==> config.mk <==
export PLATFORM = sky130hd
export DESIGN_NAME = pointer_motion_jitter_gate_core
export DESIGN_NICKNAME = d
export VERILOG_FILES = /design/src/sv/pmjg_pkg.sv /design/src/sv/pointer_motion_jitter_gate_core.sv
export SDC_FILE = /design/constraint.sdc
export NUM_CORES = 1
export LEC_CHECK = 0
export ABC_AREA = 1
export BUFFER_PORTS_ARGS = -buffer_cell sky130_fd_sc_hd__buf_2
export CAP_MARGIN = 20
export CORE_MARGIN = 3
export CORE_UTILIZATION = 50
export DETAILED_ROUTE_END_ITERATION = 6
export HOLD_SLACK_MARGIN = 0.06
export PLACE_DENSITY = 0.7
export SETUP_SLACK_MARGIN = 0.4
export SLEW_MARGIN = 20
export SYNTH_ARGS = -nofsm -noshare
export SYNTH_HDL_FRONTEND = slang
export SYNTH_SLANG_ARGS = --single-unit
export TNS_END_PERCENT = 20
==> constraint.sdc <==
create_clock -name i_clk -period 11.2 [get_ports i_clk]
set_input_delay 0.56 -clock i_clk [delete_from_list [all_inputs] [get_ports i_clk]]
set_output_delay 0.56 -clock i_clk [all_outputs]
set_load 0.05 [all_outputs]
==> src/sv/pmjg_pkg.sv <==
// ----------------------------------------------------------------------------
// Pointer motion jitter gate package
// Item kinds, configuration register indexes and reset values that the gate
// core uses.
// ----------------------------------------------------------------------------
package pmjg_pkg;

    // Item kind carried in the slave tuser field.
    typedef logic [1:0] t_kind;

    localparam t_kind KIND_X     = 2'd0;
    localparam t_kind KIND_Y     = 2'd1;
    localparam t_kind KIND_OTHER = 2'd2;
    localparam t_kind KIND_KEY   = 2'd3;

    // Configuration register indexes.
    localparam int unsigned CFG_INDEX_W = 3;
    typedef logic [CFG_INDEX_W-1:0] t_cfg_index;

    localparam t_cfg_index REG_THRESHOLD      = 3'd0;
    localparam t_cfg_index REG_IDLE_TIMEOUT   = 3'd1;
    localparam t_cfg_index REG_KEY_IGNORE     = 3'd2;
    localparam t_cfg_index REG_CLEAR_ON_KEY   = 3'd3;
    localparam t_cfg_index REG_CLEAR_KEY_IDLE = 3'd4;

    // Reset values of the configuration registers.
    localparam logic [15:0] RESET_THRESHOLD    = 16'd50;
    localparam logic [15:0] RESET_IDLE_TIMEOUT = 16'd1000;
    localparam logic [15:0] RESET_KEY_IGNORE   = 16'd0;

    // Saturation limits of the per-axis accumulators.
    localparam logic [31:0] SUM_MAX = 32'h7FFF_FFFF;
    localparam logic [31:0] SUM_MIN = 32'h8000_0000;

endpackage

==> src/sv/pointer_motion_jitter_gate_core.sv <==
// Path: an accepted item is held in the input register, then its result in the result register.
// Throughput: one item per cycle while the master side takes results; the accumulator,
// moving-flag and timestamp update is combinational between the input and result registers.
// Stalls: while a finished result waits on the master side, the input register refills only if empty.
// Reset (i_rst_n low, synchronous): both stages empty, state cleared, registers at defaults.
// ----------------------------------------------------------------------------
// Pointer motion jitter gate core
// Decides per item whether a relative pointer event passes on or is dropped,
// with a key-press blanking window, an idle clear and an L1 distance deadzone.
// ----------------------------------------------------------------------------
module pointer_motion_jitter_gate_core
    import pmjg_pkg::*;
(
    input  logic        i_clk,
    input  logic        i_rst_n,

    // Slave stream side
    input  logic        i_s_axis_tvalid,
    output logic        o_s_axis_tready,
    input  logic [47:0] i_s_axis_tdata,   // [31:0] now_ms, [47:32] motion_delta
    input  logic [1:0]  i_s_axis_tuser,   // [1:0] req_type

    // Master stream side
    output logic        o_m_axis_tvalid,
    input  logic        i_m_axis_tready,
    output logic [7:0]  o_m_axis_tdata,   // [0] pass_event, [7:1] zero

    // Configuration write channel
    input  logic        i_cfg_valid,
    output logic        o_cfg_ready,
    input  t_cfg_index  i_cfg_index,
    input  logic [15:0] i_cfg_data
);

    // Configuration registers
    logic [15:0] r_distance_threshold;
    logic [15:0] r_idle_timeout_ms;
    logic [15:0] r_key_ignore_ms;
    logic        r_clear_on_key;
    logic        r_clear_on_key_if_idle;

    // Input register
    logic               r_in_valid;
    t_kind              r_in_kind;
    logic [31:0]        r_in_now;
    logic signed [15:0] r_in_delta;

    // Gate state
    logic signed [31:0] r_sum_x;
    logic signed [31:0] r_sum_y;
    logic               r_moving;
    logic [31:0]        r_last_motion_time;
    logic [31:0]        r_last_key_time;

    // Result register
    logic r_out_valid;
    logic r_out_pass;

    // Next values
    logic signed [31:0] n_sum_x;
    logic signed [31:0] n_sum_y;
    logic               n_moving;
    logic [31:0]        n_last_motion_time;
    logic [31:0]        n_last_key_time;
    logic               n_pass;

    logic advance;
    logic step;

    // Handshakes: the input stage moves on whenever the result register is empty or its result is taken.
    assign advance         = !r_out_valid || i_m_axis_tready;
    assign step            = r_in_valid && advance;
    assign o_s_axis_tready = !r_in_valid || advance;
    assign o_cfg_ready     = 1'b1;
    assign o_m_axis_tvalid = r_out_valid;
    assign o_m_axis_tdata  = {7'd0, r_out_pass};

    // Configuration writes; unknown indexes are ignored.
    always_ff @(posedge i_clk) begin
        if (!i_rst_n) begin
            r_distance_threshold   <= RESET_THRESHOLD;
            r_idle_timeout_ms      <= RESET_IDLE_TIMEOUT;
            r_key_ignore_ms        <= RESET_KEY_IGNORE;
            r_clear_on_key         <= 1'b0;
            r_clear_on_key_if_idle <= 1'b0;
        end else if (i_cfg_valid) begin
            unique case (i_cfg_index)
                REG_THRESHOLD:      r_distance_threshold   <= i_cfg_data;
                REG_IDLE_TIMEOUT:   r_idle_timeout_ms      <= i_cfg_data;
                REG_KEY_IGNORE:     r_key_ignore_ms        <= i_cfg_data;
                REG_CLEAR_ON_KEY:   r_clear_on_key         <= i_cfg_data[0];
                REG_CLEAR_KEY_IDLE: r_clear_on_key_if_idle <= i_cfg_data[0];
                default: ;
            endcase
        end
    end

    // Input register.
    always_ff @(posedge i_clk) begin
        if (!i_rst_n) begin
            r_in_valid <= 1'b0;
        end else if (o_s_axis_tready) begin
            r_in_valid <= i_s_axis_tvalid;
        end
    end

    always_ff @(posedge i_clk) begin
        if (o_s_axis_tready && i_s_axis_tvalid) begin
            r_in_kind  <= i_s_axis_tuser;
            r_in_now   <= i_s_axis_tdata[31:0];
            r_in_delta <= i_s_axis_tdata[47:32];
        end
    end

    // Gate decision and state update for the item in the input register.
    always_comb begin
        logic [31:0]        key_gap;
        logic [31:0]        motion_gap;
        logic               in_window;
        logic               idle;
        logic signed [31:0] base_x;
        logic signed [31:0] base_y;
        logic signed [31:0] acc;
        logic signed [32:0] acc_sum;
        logic signed [31:0] acc_sat;
        logic signed [31:0] new_x;
        logic signed [31:0] new_y;
        logic [31:0]        mag_x;
        logic [31:0]        mag_y;
        logic [32:0]        l1;
        logic               reached;

        key_gap    = r_in_now - r_last_key_time;
        motion_gap = r_in_now - r_last_motion_time;
        in_window  = (r_key_ignore_ms != 16'd0) && (key_gap <= {16'd0, r_key_ignore_ms});
        idle       = motion_gap > {16'd0, r_idle_timeout_ms};

        base_x = idle ? 32'sd0 : r_sum_x;
        base_y = idle ? 32'sd0 : r_sum_y;

        // Saturating add of the delta to the selected axis.
        acc     = (r_in_kind == KIND_X) ? base_x : base_y;
        acc_sum = {acc[31], acc} + {{17{r_in_delta[15]}}, r_in_delta};
        if (acc_sum[32] != acc_sum[31]) begin
            acc_sat = acc_sum[32] ? SUM_MIN : SUM_MAX;
        end else begin
            acc_sat = acc_sum[31:0];
        end
        new_x = (r_in_kind == KIND_X) ? acc_sat : base_x;
        new_y = (r_in_kind == KIND_X) ? base_y : acc_sat;

        // L1 distance, wide enough for two full magnitudes.
        mag_x   = new_x[31] ? (32'd0 - new_x) : new_x;
        mag_y   = new_y[31] ? (32'd0 - new_y) : new_y;
        l1      = {1'b0, mag_x} + {1'b0, mag_y};
        reached = l1 >= {17'd0, r_distance_threshold};

        n_sum_x            = r_sum_x;
        n_sum_y            = r_sum_y;
        n_moving           = r_moving;
        n_last_motion_time = r_last_motion_time;
        n_last_key_time    = r_last_key_time;
        n_pass             = 1'b1;

        case (r_in_kind)
            KIND_OTHER: begin
                n_pass = 1'b1;
            end
            KIND_KEY: begin
                n_last_key_time = r_in_now;
                if (r_clear_on_key) begin
                    n_sum_x  = 32'sd0;
                    n_sum_y  = 32'sd0;
                    n_moving = 1'b0;
                end else if (r_clear_on_key_if_idle && !r_moving) begin
                    n_sum_x = 32'sd0;
                    n_sum_y = 32'sd0;
                end
            end
            default: begin
                // Motion along X or Y.
                if (in_window) begin
                    n_pass = 1'b0;
                end else begin
                    n_last_motion_time = r_in_now;
                    if (r_moving && !idle) begin
                        n_pass = 1'b1;
                    end else begin
                        n_sum_x  = new_x;
                        n_sum_y  = new_y;
                        n_moving = reached;
                        n_pass   = reached;
                    end
                end
            end
        endcase
    end

    // Gate state.
    always_ff @(posedge i_clk) begin
        if (!i_rst_n) begin
            r_sum_x            <= 32'sd0;
            r_sum_y            <= 32'sd0;
            r_moving           <= 1'b0;
            r_last_motion_time <= 32'd0;
            r_last_key_time    <= 32'd0;
        end else if (step) begin
            r_sum_x            <= n_sum_x;
            r_sum_y            <= n_sum_y;
            r_moving           <= n_moving;
            r_last_motion_time <= n_last_motion_time;
            r_last_key_time    <= n_last_key_time;
        end
    end

    // Result register.
    always_ff @(posedge i_clk) begin
        if (!i_rst_n) begin
            r_out_valid <= 1'b0;
        end else if (advance) begin
            r_out_valid <= r_in_valid;
        end
    end

    always_ff @(posedge i_clk) begin
        if (step) begin
            r_out_pass <= n_pass;
        end
    end

    // Non-motion items always pass.
    a_other_key_pass: assert property (@(posedge i_clk) disable iff (!i_rst_n)
        (step && (r_in_kind == KIND_OTHER || r_in_kind == KIND_KEY)) |=> r_out_pass)
        else $error("other or key item was dropped");

    // The moving flag only rises on a motion item that is passed on.
    a_moving_rise_passes: assert property (@(posedge i_clk) disable iff (!i_rst_n)
        $rose(r_moving) |-> (r_out_valid && r_out_pass))
        else $error("moving flag rose without a passed item");

    // Gate state only changes when an item moves into the result register.
    a_state_held: assert property (@(posedge i_clk) disable iff (!i_rst_n)
        !step |=> ($stable(r_sum_x) && $stable(r_sum_y) && $stable(r_moving)
                   && $stable(r_last_motion_time) && $stable(r_last_key_time)))
        else $error("gate state changed without an item");

    // With both stages full and the master stalled, no new item is taken.
    a_full_blocks: assert property (@(posedge i_clk) disable iff (!i_rst_n)
        (r_in_valid && r_out_valid && !i_m_axis_tready) |-> !o_s_axis_tready)
        else $error("input accepted while pipeline is full");

endmodule
==> flow_metrics.tcl, run 1 <==
set metrics [dict create \
    status "finished clean" \
    holdWs_ns 0.1354 \
    diodes 0 \
    xor_xnor_share_of_the_synthesized_area 0.05022 \
    avgViaCountPerCell 5.408 \
    rsz_0062_raised_after_global_routing "no" \
    cp_slowest_cell "sky130_fd_sc_hd__edfxtp_1" \
    worst-path-max-fanout 44 \
    postSynthRegisterBits 232 \
    first_global_vias 20790 \
    postPlaceCellArea_um2 22960 \
    maxSlewHeadroom 0.3340 \
    worstPathBufferInverterCount 9 \
    synth_warnings 0 \
    finClkSkew_ns 0.02948 \
    area_overhead_of_the_layout_relative_to_synthesis_pct 7.690 \
    design.final.nets 3894 \
    multiInputGateArea_um2 14550 \
    detail_route.first_pass.iterations 6 \
    final_hold_viol_count 0 \
    critical_path_launch_point_type "flop" \
    max_cap_violations 0 \
    tritoncts "done" \
    detail_route.wirelength_um 66530 \
    post_synth_num_cell_types 63 \
    dp_cells 4192 \
    power.density_nw_per_um2 144.7 \
    syn_area_per_cell_um2 6.146 \
    layout.cells.most_common "sky130_fd_sc_hd__nand2_1" \
    final_min_period_over_clock_period 0.8821 \
    critical_path.most_common_cell "sky130_fd_sc_hd__nand2_1" \
    synth-adder-area-share 0.1022 \
    cts_htree_levels 1 \
    synth_simple_gate_area_share 0.3342 \
    achievable-frequency_mhz 101.2 \
    wl_per_cell_um 15.66 \
    fin_crit_ns 9.880 \
    synthesis.area_um2 22320 \
    signal_arrival_time_at_the_worst_endpoint_ns 10.35 \
    synth.area.mux_share 0 \
    seq_area_frac_synth 0.2309 \
    numCtsBuffers 28 \
    clockRootBuffer "sky130_fd_sc_hd__clkbuf_16" \
    number_of_buffers_inserted_by_hold_repair_at_cts 0 \
    die_h_um 217.3 \
    post_synth_inst_count 3632 \
    gr-max-usage-layer "met1" \
    cellLeakagePower_nw 11.97 \
    layout_common_cells "sky130_fd_sc_hd__nand2_1 (998), sky130_fd_sc_hd__inv_1 (520), sky130_fd_sc_hd__nor2_1 (352)" \
    cts.sink_count 232 \
    globalRouteTotalUtil 0.2765 \
    grtUsageMet3 0.04552 \
    finalMaxSlewViolations 0 \
    max-clock-path-buffers 3 \
    gp_routability_congestion 0.9711 \
    tightest_pin_transition_ns 0.9990 \
    initial_antenna_violation_count 0 \
    grt_use_met2 0.4065 \
    die_x_um 217.3 \
    finalSetupTns_ns 0 \
    detail_route.iter0.violations 2476 \
    async_flop_share 0 \
    synth_top_flop_cell "sky130_fd_sc_hd__dfxtp_1" \
    dp_hpwl_um 51210 \
    layout.cells.non_filler 4247 \
    final_standard_cell_utilization_of_the_core 0.5520 \
    fp-row-count 76 \
    crit_path_end_kind "flop" \
    synth-edff-count 51 \
    gr-usage-met1 0.4255 \
    postRouteAntennaNets 0 \
    core_area_um2 43550 \
    worst_path_dominant_cell_family "simple AND/OR/NAND/NOR gates" \
    cp_data_required_time_ns 11.67 \
    critPathMaxStageDelay_ns 0.46 \
    num_io_pins 85 \
    final-seq-area_um2 5155 \
    power.ir.vdd_worst_v 0.0001206 \
    via_count 22970 \
    globalRoute.totalOverflow 0 \
    path_type_of_the_worst_min_delay_path "in -> reg" \
    route.detailed.drc 0 \
    stdcell_area_um2 24040 \
    number_of_i_o_port_buffers 76 \
    worst_setup_hold_path_clk_slew_ns 0.06 \
    full_die_area_um2 47220 \
    final_number_of_setup_violating_endpoints 0 \
    path_class "reg -> reg" \
    worst_skew_pair.late_latency_ns 0.60 \
    share_of_layout_cells_above_drive_strength_1 0.06636 \
    layout.filler_cells 4570 \
    synth_compound_gate_area_share 0.1623 \
    grt_max_degree 102 \
    main_combinational_cell_family_by_area_after_synthesis "simple AND/OR/NAND/NOR gates" \
    initial_utilization 0.5126 \
    grt_pass1_wl_um 107400 \
]
-- repair_timing --
action / 4_1_cts / 5_1_grt
endpoints found under the setup margin: 0 / 2
gates resized for setup: 0 / 4
hold endpoints to repair: 0 / 0
setup buffers: 0 / 3
-- metrics by stage --
stage	total power [mW]	setup slack (ns)
global placement	2.435	1.351
detailed placement	2.443	1.137
global route	3.740	0.3975
finish	3.480	1.320
floorplan	2.104	2.761
CTS	3.464	1.113
-- per-layer routing --
| metal | vias to the layer above | part of all wire |
|---|---|---|
| met5 | - | 0 |
| met4 | 0 | 0.015 |
| met2 | 899 | 0.40 |
| met3 | 88 | 0.095 |
| met1 | 10280 | 0.48 |
| li1 | 11700 | - |
-- cell usage after synthesis, types with 11 or more instances --
| master | number | area share |
|---|---|---|
| sky130_fd_sc_hd__o21ai_1 | 21 | 0.0047 |
| sky130_fd_sc_hd__nand2_2 | 28 | 0.0078 |
| sky130_fd_sc_hd__a31oi_1 | 14 | 0.0039 |
| sky130_fd_sc_hd__xor2_1 | 98 | 0.038 |
| sky130_fd_sc_hd__ha_1 | 176 | 0.099 |
| sky130_fd_sc_hd__xnor2_1 | 30 | 0.012 |
| sky130_fd_sc_hd__edfxtp_1 | 51 | 0.069 |
| sky130_fd_sc_hd__buf_4 | 14 | 0.0047 |
| sky130_fd_sc_hd__buf_6 | 13 | 0.0066 |
| sky130_fd_sc_hd__o211ai_1 | 19 | 0.0064 |
| sky130_fd_sc_hd__nand3b_1 | 37 | 0.012 |
| sky130_fd_sc_hd__clkbuf_1 | 65 | 0.011 |
| sky130_fd_sc_hd__nor2_1 | 354 | 0.060 |
| sky130_fd_sc_hd__buf_2 | 26 | 0.0058 |
| sky130_fd_sc_hd__nor3_1 | 20 | 0.0045 |
| sky130_fd_sc_hd__o21ai_0 | 237 | 0.053 |
| sky130_fd_sc_hd__nor2_2 | 12 | 0.0034 |
| sky130_fd_sc_hd__inv_1 | 522 | 0.088 |
| sky130_fd_sc_hd__nand4_1 | 51 | 0.014 |
| sky130_fd_sc_hd__a21o_1 | 11 | 0.0037 |
| sky130_fd_sc_hd__o21bai_1 | 13 | 0.0044 |
| sky130_fd_sc_hd__nand3_1 | 219 | 0.049 |
| sky130_fd_sc_hd__nand2_1 | 998 | 0.17 |
| sky130_fd_sc_hd__a21oi_1 | 325 | 0.073 |
| sky130_fd_sc_hd__dfxtp_1 | 181 | 0.16 |
| sky130_fd_sc_hd__inv_2 | 11 | 0.0018 |
-- cell type report --
type | count | area share
well taps | 585 | 0.03045
clock inverters | 13 | 0.007338
flip-flops and latches | 232 | 0.2144
clock buffers | 39 | 0.03602
inverters | 537 | 0.08405
repair buffers | 97 | 0.02248
multi-input cells | 2744 | 0.6052
-- cells by family (layout without fill, tap and decap cells) --
| logic type | count (synthesis) | count (layout) |
|---|---|---|
| AOI/OAI and AO/OA | 670 | 670 |
| xor gates and xnor gates | 128 | 128 |
| adders and majority gates | 180 | 180 |
| buffers and inverters | 662 | 686 |
| DFF | 232 | 232 |
| other | 2 | 8 |
| and+or+nand+nor | 1758 | 1758 |
-- where the power goes --
part	leakage, nW	switching (mW)	internal [mW]
combinational	9.48	1.01	0.527
clock	0.517	0.405	0.612
sequential	1.97	0.0249	0.898
total	12.0	1.44	2.04
-- path summary, 6_finish.rpt --
kind	start	endpoint	slack, ns	cells after the start
setup / recovery	r_in_now[1]$_DFFE_PP_	r_out_pass$_SDFFCE_PP1P_	1.32	63
hold / removal	i_s_axis_tdata[20]	r_in_now[20]$_DFFE_PP_	0.14	1
setup reg to reg	r_in_now[1]$_DFFE_PP_	r_out_pass$_SDFFCE_PP1P_	1.32	63
hold reg to reg	r_last_key_time[27]$_SDFFE_PN0P_	r_last_key_time[27]$_SDFFE_PN0P_	0.46	2
-- registers in the layout, indices dropped and copies added (netlist names) --
register,count
r_out_pass,1
r_in_kind,2
r_clear_on_key_if_idle,1
r_sum_y,32
r_key_ignore_ms,16
r_idle_timeout_ms,16
r_in_delta,16
r_in_valid,1
r_distance_threshold,16
r_sum_x,32
r_moving,1
r_last_key_time,32
r_last_motion_time,32
r_in_now,32
o_m_axis_tvalid,1
r_clear_on_key,1
Note: power is estimated with default switching activity, not from simulation.
==> run 2, diff against run 1 <==
--- a/config.mk
+++ b/config.mk
@@ -12,7 +12,7 @@
 export CORE_UTILIZATION = 50
 export DETAILED_ROUTE_END_ITERATION = 6
 export HOLD_SLACK_MARGIN = 0.06
-export PLACE_DENSITY = 0.7
+export PLACE_DENSITY = 0.67
 export SETUP_SLACK_MARGIN = 0.4
 export SLEW_MARGIN = 20
 export SYNTH_ARGS = -nofsm -noshare
==> flow_metrics.tcl, run 2 (synthesis gave the netlist of run 1 again) <==
set metrics [dict create \
    switchingPower_mw 1.426 \
    postRouteAntennaNets 0 \
    power.clock.fraction 0.271 \
    gp_routability_congestion 0.9518 \
    numCtsBuffers 28 \
    critPathMaxStageDelay_ns 0.40 \
    clockRootBuffer "sky130_fd_sc_hd__clkbuf_16" \
    die_x_um 217.3 \
    via_count 22700 \
    cellLeakagePower_nw 11.89 \
    finClkSkew_ns 0.02390 \
    cp_slowest_cell "sky130_fd_sc_hd__fa_1" \
    place_ws_ns 1.107 \
    reg2reg_slack_ns 1.40 \
    signal_arrival_time_at_the_worst_endpoint_ns 10.12 \
    globalRouteTotalUtil 0.2752 \
    fp-row-count 76 \
    final_critical_path_setup_slack_ns 1.402 \
    timing.reg2reg.worst_path_depth 58 \
    rr_startpoint "r_in_now[0]$_DFFE_PP_" \
    worst_r2r_endpoint "r_out_pass$_SDFFCE_PP1P_" \
    postPlaceCellArea_um2 22960 \
    stdcell_area_um2 23930 \
    holdCritStartpoint "i_s_axis_tdata[16]" \
    fin_crit_ns 9.798 \
    route.detailed.drc 0 \
    grt_pass1_wl_um 106600 \
    layout.cells.most_common "sky130_fd_sc_hd__nand2_1" \
    p_int_mw 1.956 \
    layout_common_cells "sky130_fd_sc_hd__nand2_1 (998), sky130_fd_sc_hd__inv_1 (520), sky130_fd_sc_hd__nor2_1 (352)" \
    rsz_0062_raised_after_global_routing "no" \
    globalRoute.totalOverflow 0 \
    num_io_pins 85 \
    tightest_pin_transition_ns 1.030 \
    critical_path_launch_point_type "flop" \
    share_of_layout_cells_above_drive_strength_1 0.06414 \
    grt_max_degree 102 \
    cts_htree_levels 1 \
    post-layout-total-power_mw 3.382 \
    holdPathEnd "r_in_now[16]$_DFFE_PP_" \
    finalSetupTns_ns 0 \
    design.final.nets 3896 \
    first_global_vias 20320 \
    full_die_area_um2 47220 \
    finalMaxSlewViolations 0 \
    power_switching_share 0.4215 \
    initial_utilization 0.5126 \
    wl_per_cell_um 15.75 \
    maxSlewHeadroom 0.3092 \
    status "finished clean" \
    power.density_nw_per_um2 141.3 \
    power.ir.vdd_worst_v 0.0001171 \
    diodes 0 \
    initial_antenna_violation_count 1 \
    detail_route.iter0.violations 2250 \
    share_seq_of_total_power 0.273 \
    dp_hpwl_um 51690 \
    detail_route.wirelength_um 66920 \
    crit_path_end_kind "flop" \
    cts.sink_count 232 \
    critical_path.most_common_cell "sky130_fd_sc_hd__nand2_1" \
    avgViaCountPerCell 5.343 \
    path_class "reg -> reg" \
    path_type_of_the_worst_min_delay_path "in -> reg" \
    max-clock-path-buffers 3 \
    worst_hold_path.num_cells 1 \
    final_min_period_over_clock_period 0.8748 \
    worst-path-max-fanout 44 \
    max_cap_violations 0 \
    worst_skew_pair.late_latency_ns 0.57 \
    area_overhead_of_the_layout_relative_to_synthesis_pct 7.213 \
    detail_route.first_pass.iterations 6 \
    die_h_um 217.3 \
    tritoncts "done" \
    power.combinational.fraction 0.456 \
    achievable-frequency_mhz 102.1 \
    number_of_i_o_port_buffers 76 \
    worst_setup_hold_path_clk_slew_ns 0.06 \
    final_number_of_setup_violating_endpoints 0 \
    final_hold_viol_count 0 \
    cp_data_required_time_ns 11.52 \
    holdWs_ns 0.1635 \
    core_area_um2 43550 \
]
-- run 2: cell types whose count changed in the layout (fill, tap and decap cells not counted), moves of 3 or more --
cell	delta
sky130_fd_sc_hd__clkinv_1	+3
sky130_fd_sc_hd__clkbuf_8	-3
sky130_fd_sc_hd__clkbuf_1	+7
sky130_fd_sc_hd__clkinv_2	-4
sky130_fd_sc_hd__clkinv_4	-3
-- run 2: timing repair --
item                       4_1_cts  5_1_grt
buffers inserted                 0        4
setup endpoints to repair        0        2
gates resized for setup          0        4
hold buffers                     0        0
-- run 2: cell type report --
class | instances | area (um2)
tap | 585 | 732.0
timing repair buffer | 98 | 548.0
fill | 4613 | 19620
multi-input combinational | 2745 | 14570
clock buffer | 42 | 825.8
inverter | 537 | 2021
sequential | 232 | 5155
clock inverter | 10 | 83.83
-- run 2: how the worst max path moves through the flow --
stage	slack, ns	end	depth (start not counted)	start
floorplan	2.76	r_out_pass$_SDFFCE_PP1P_	64	r_in_now[2]$_DFFE_PP_
global placement	1.28	r_out_pass$_SDFFCE_PP1P_	62	r_in_now[0]$_DFFE_PP_
detailed placement	1.11	r_out_pass$_SDFFCE_PP1P_	64	r_in_now[0]$_DFFE_PP_
CTS	1.04	r_out_pass$_SDFFCE_PP1P_	64	r_in_now[0]$_DFFE_PP_
global route	0.40	r_out_pass$_SDFFCE_PP1P_	66	r_in_now[7]$_DFFE_PP_
finish	1.40	r_out_pass$_SDFFCE_PP1P_	58	r_in_now[0]$_DFFE_PP_
-- run 2: routing by layer --
metal / track usage / up-vias / share of wire
met5: 0 / - / 0
met4: 0.05566 / 0 / 0.020
met3: 0.05082 / 84 / 0.091
met2: 0.3979 / 782 / 0.40
met1: 0.4235 / 10110 / 0.49
li1: - / 11730 / -
-- run 2: critical path, delay by kind of cell, from the launching register on --
kind | cells | cell delay, ns
flops | 1 | 0.32
compound gates | 12 | 2.12
simple gates | 32 | 4.19
fa+ha+maj | 6 | 1.80
xor+xnor | 3 | 0.48
buf+inv | 5 | 0.58
-- run 2: power groups by stage --
| stage | Combinational, mW | Clock, mW | Sequential [mW] |
|---|---|---|---|
| finish | 1.54 | 0.916 | 0.922 |
| global route | 1.75 | 0.963 | 0.927 |
| CTS | 1.52 | 0.935 | 0.922 |
| detailed placement | 1.51 | 0 | 0.940 |
| global placement | 1.51 | 0 | 0.940 |
| floorplan | 1.17 | 0 | 0.932 |
-- run 2: through the flow --
stage,std cells,util
after floorplan,3638,-
after global placement,4192,0.5273
after detailed placement,4192,0.5273
after CTS,4244,0.5482
after global routing,4249,0.5496
final,4249,0.5496
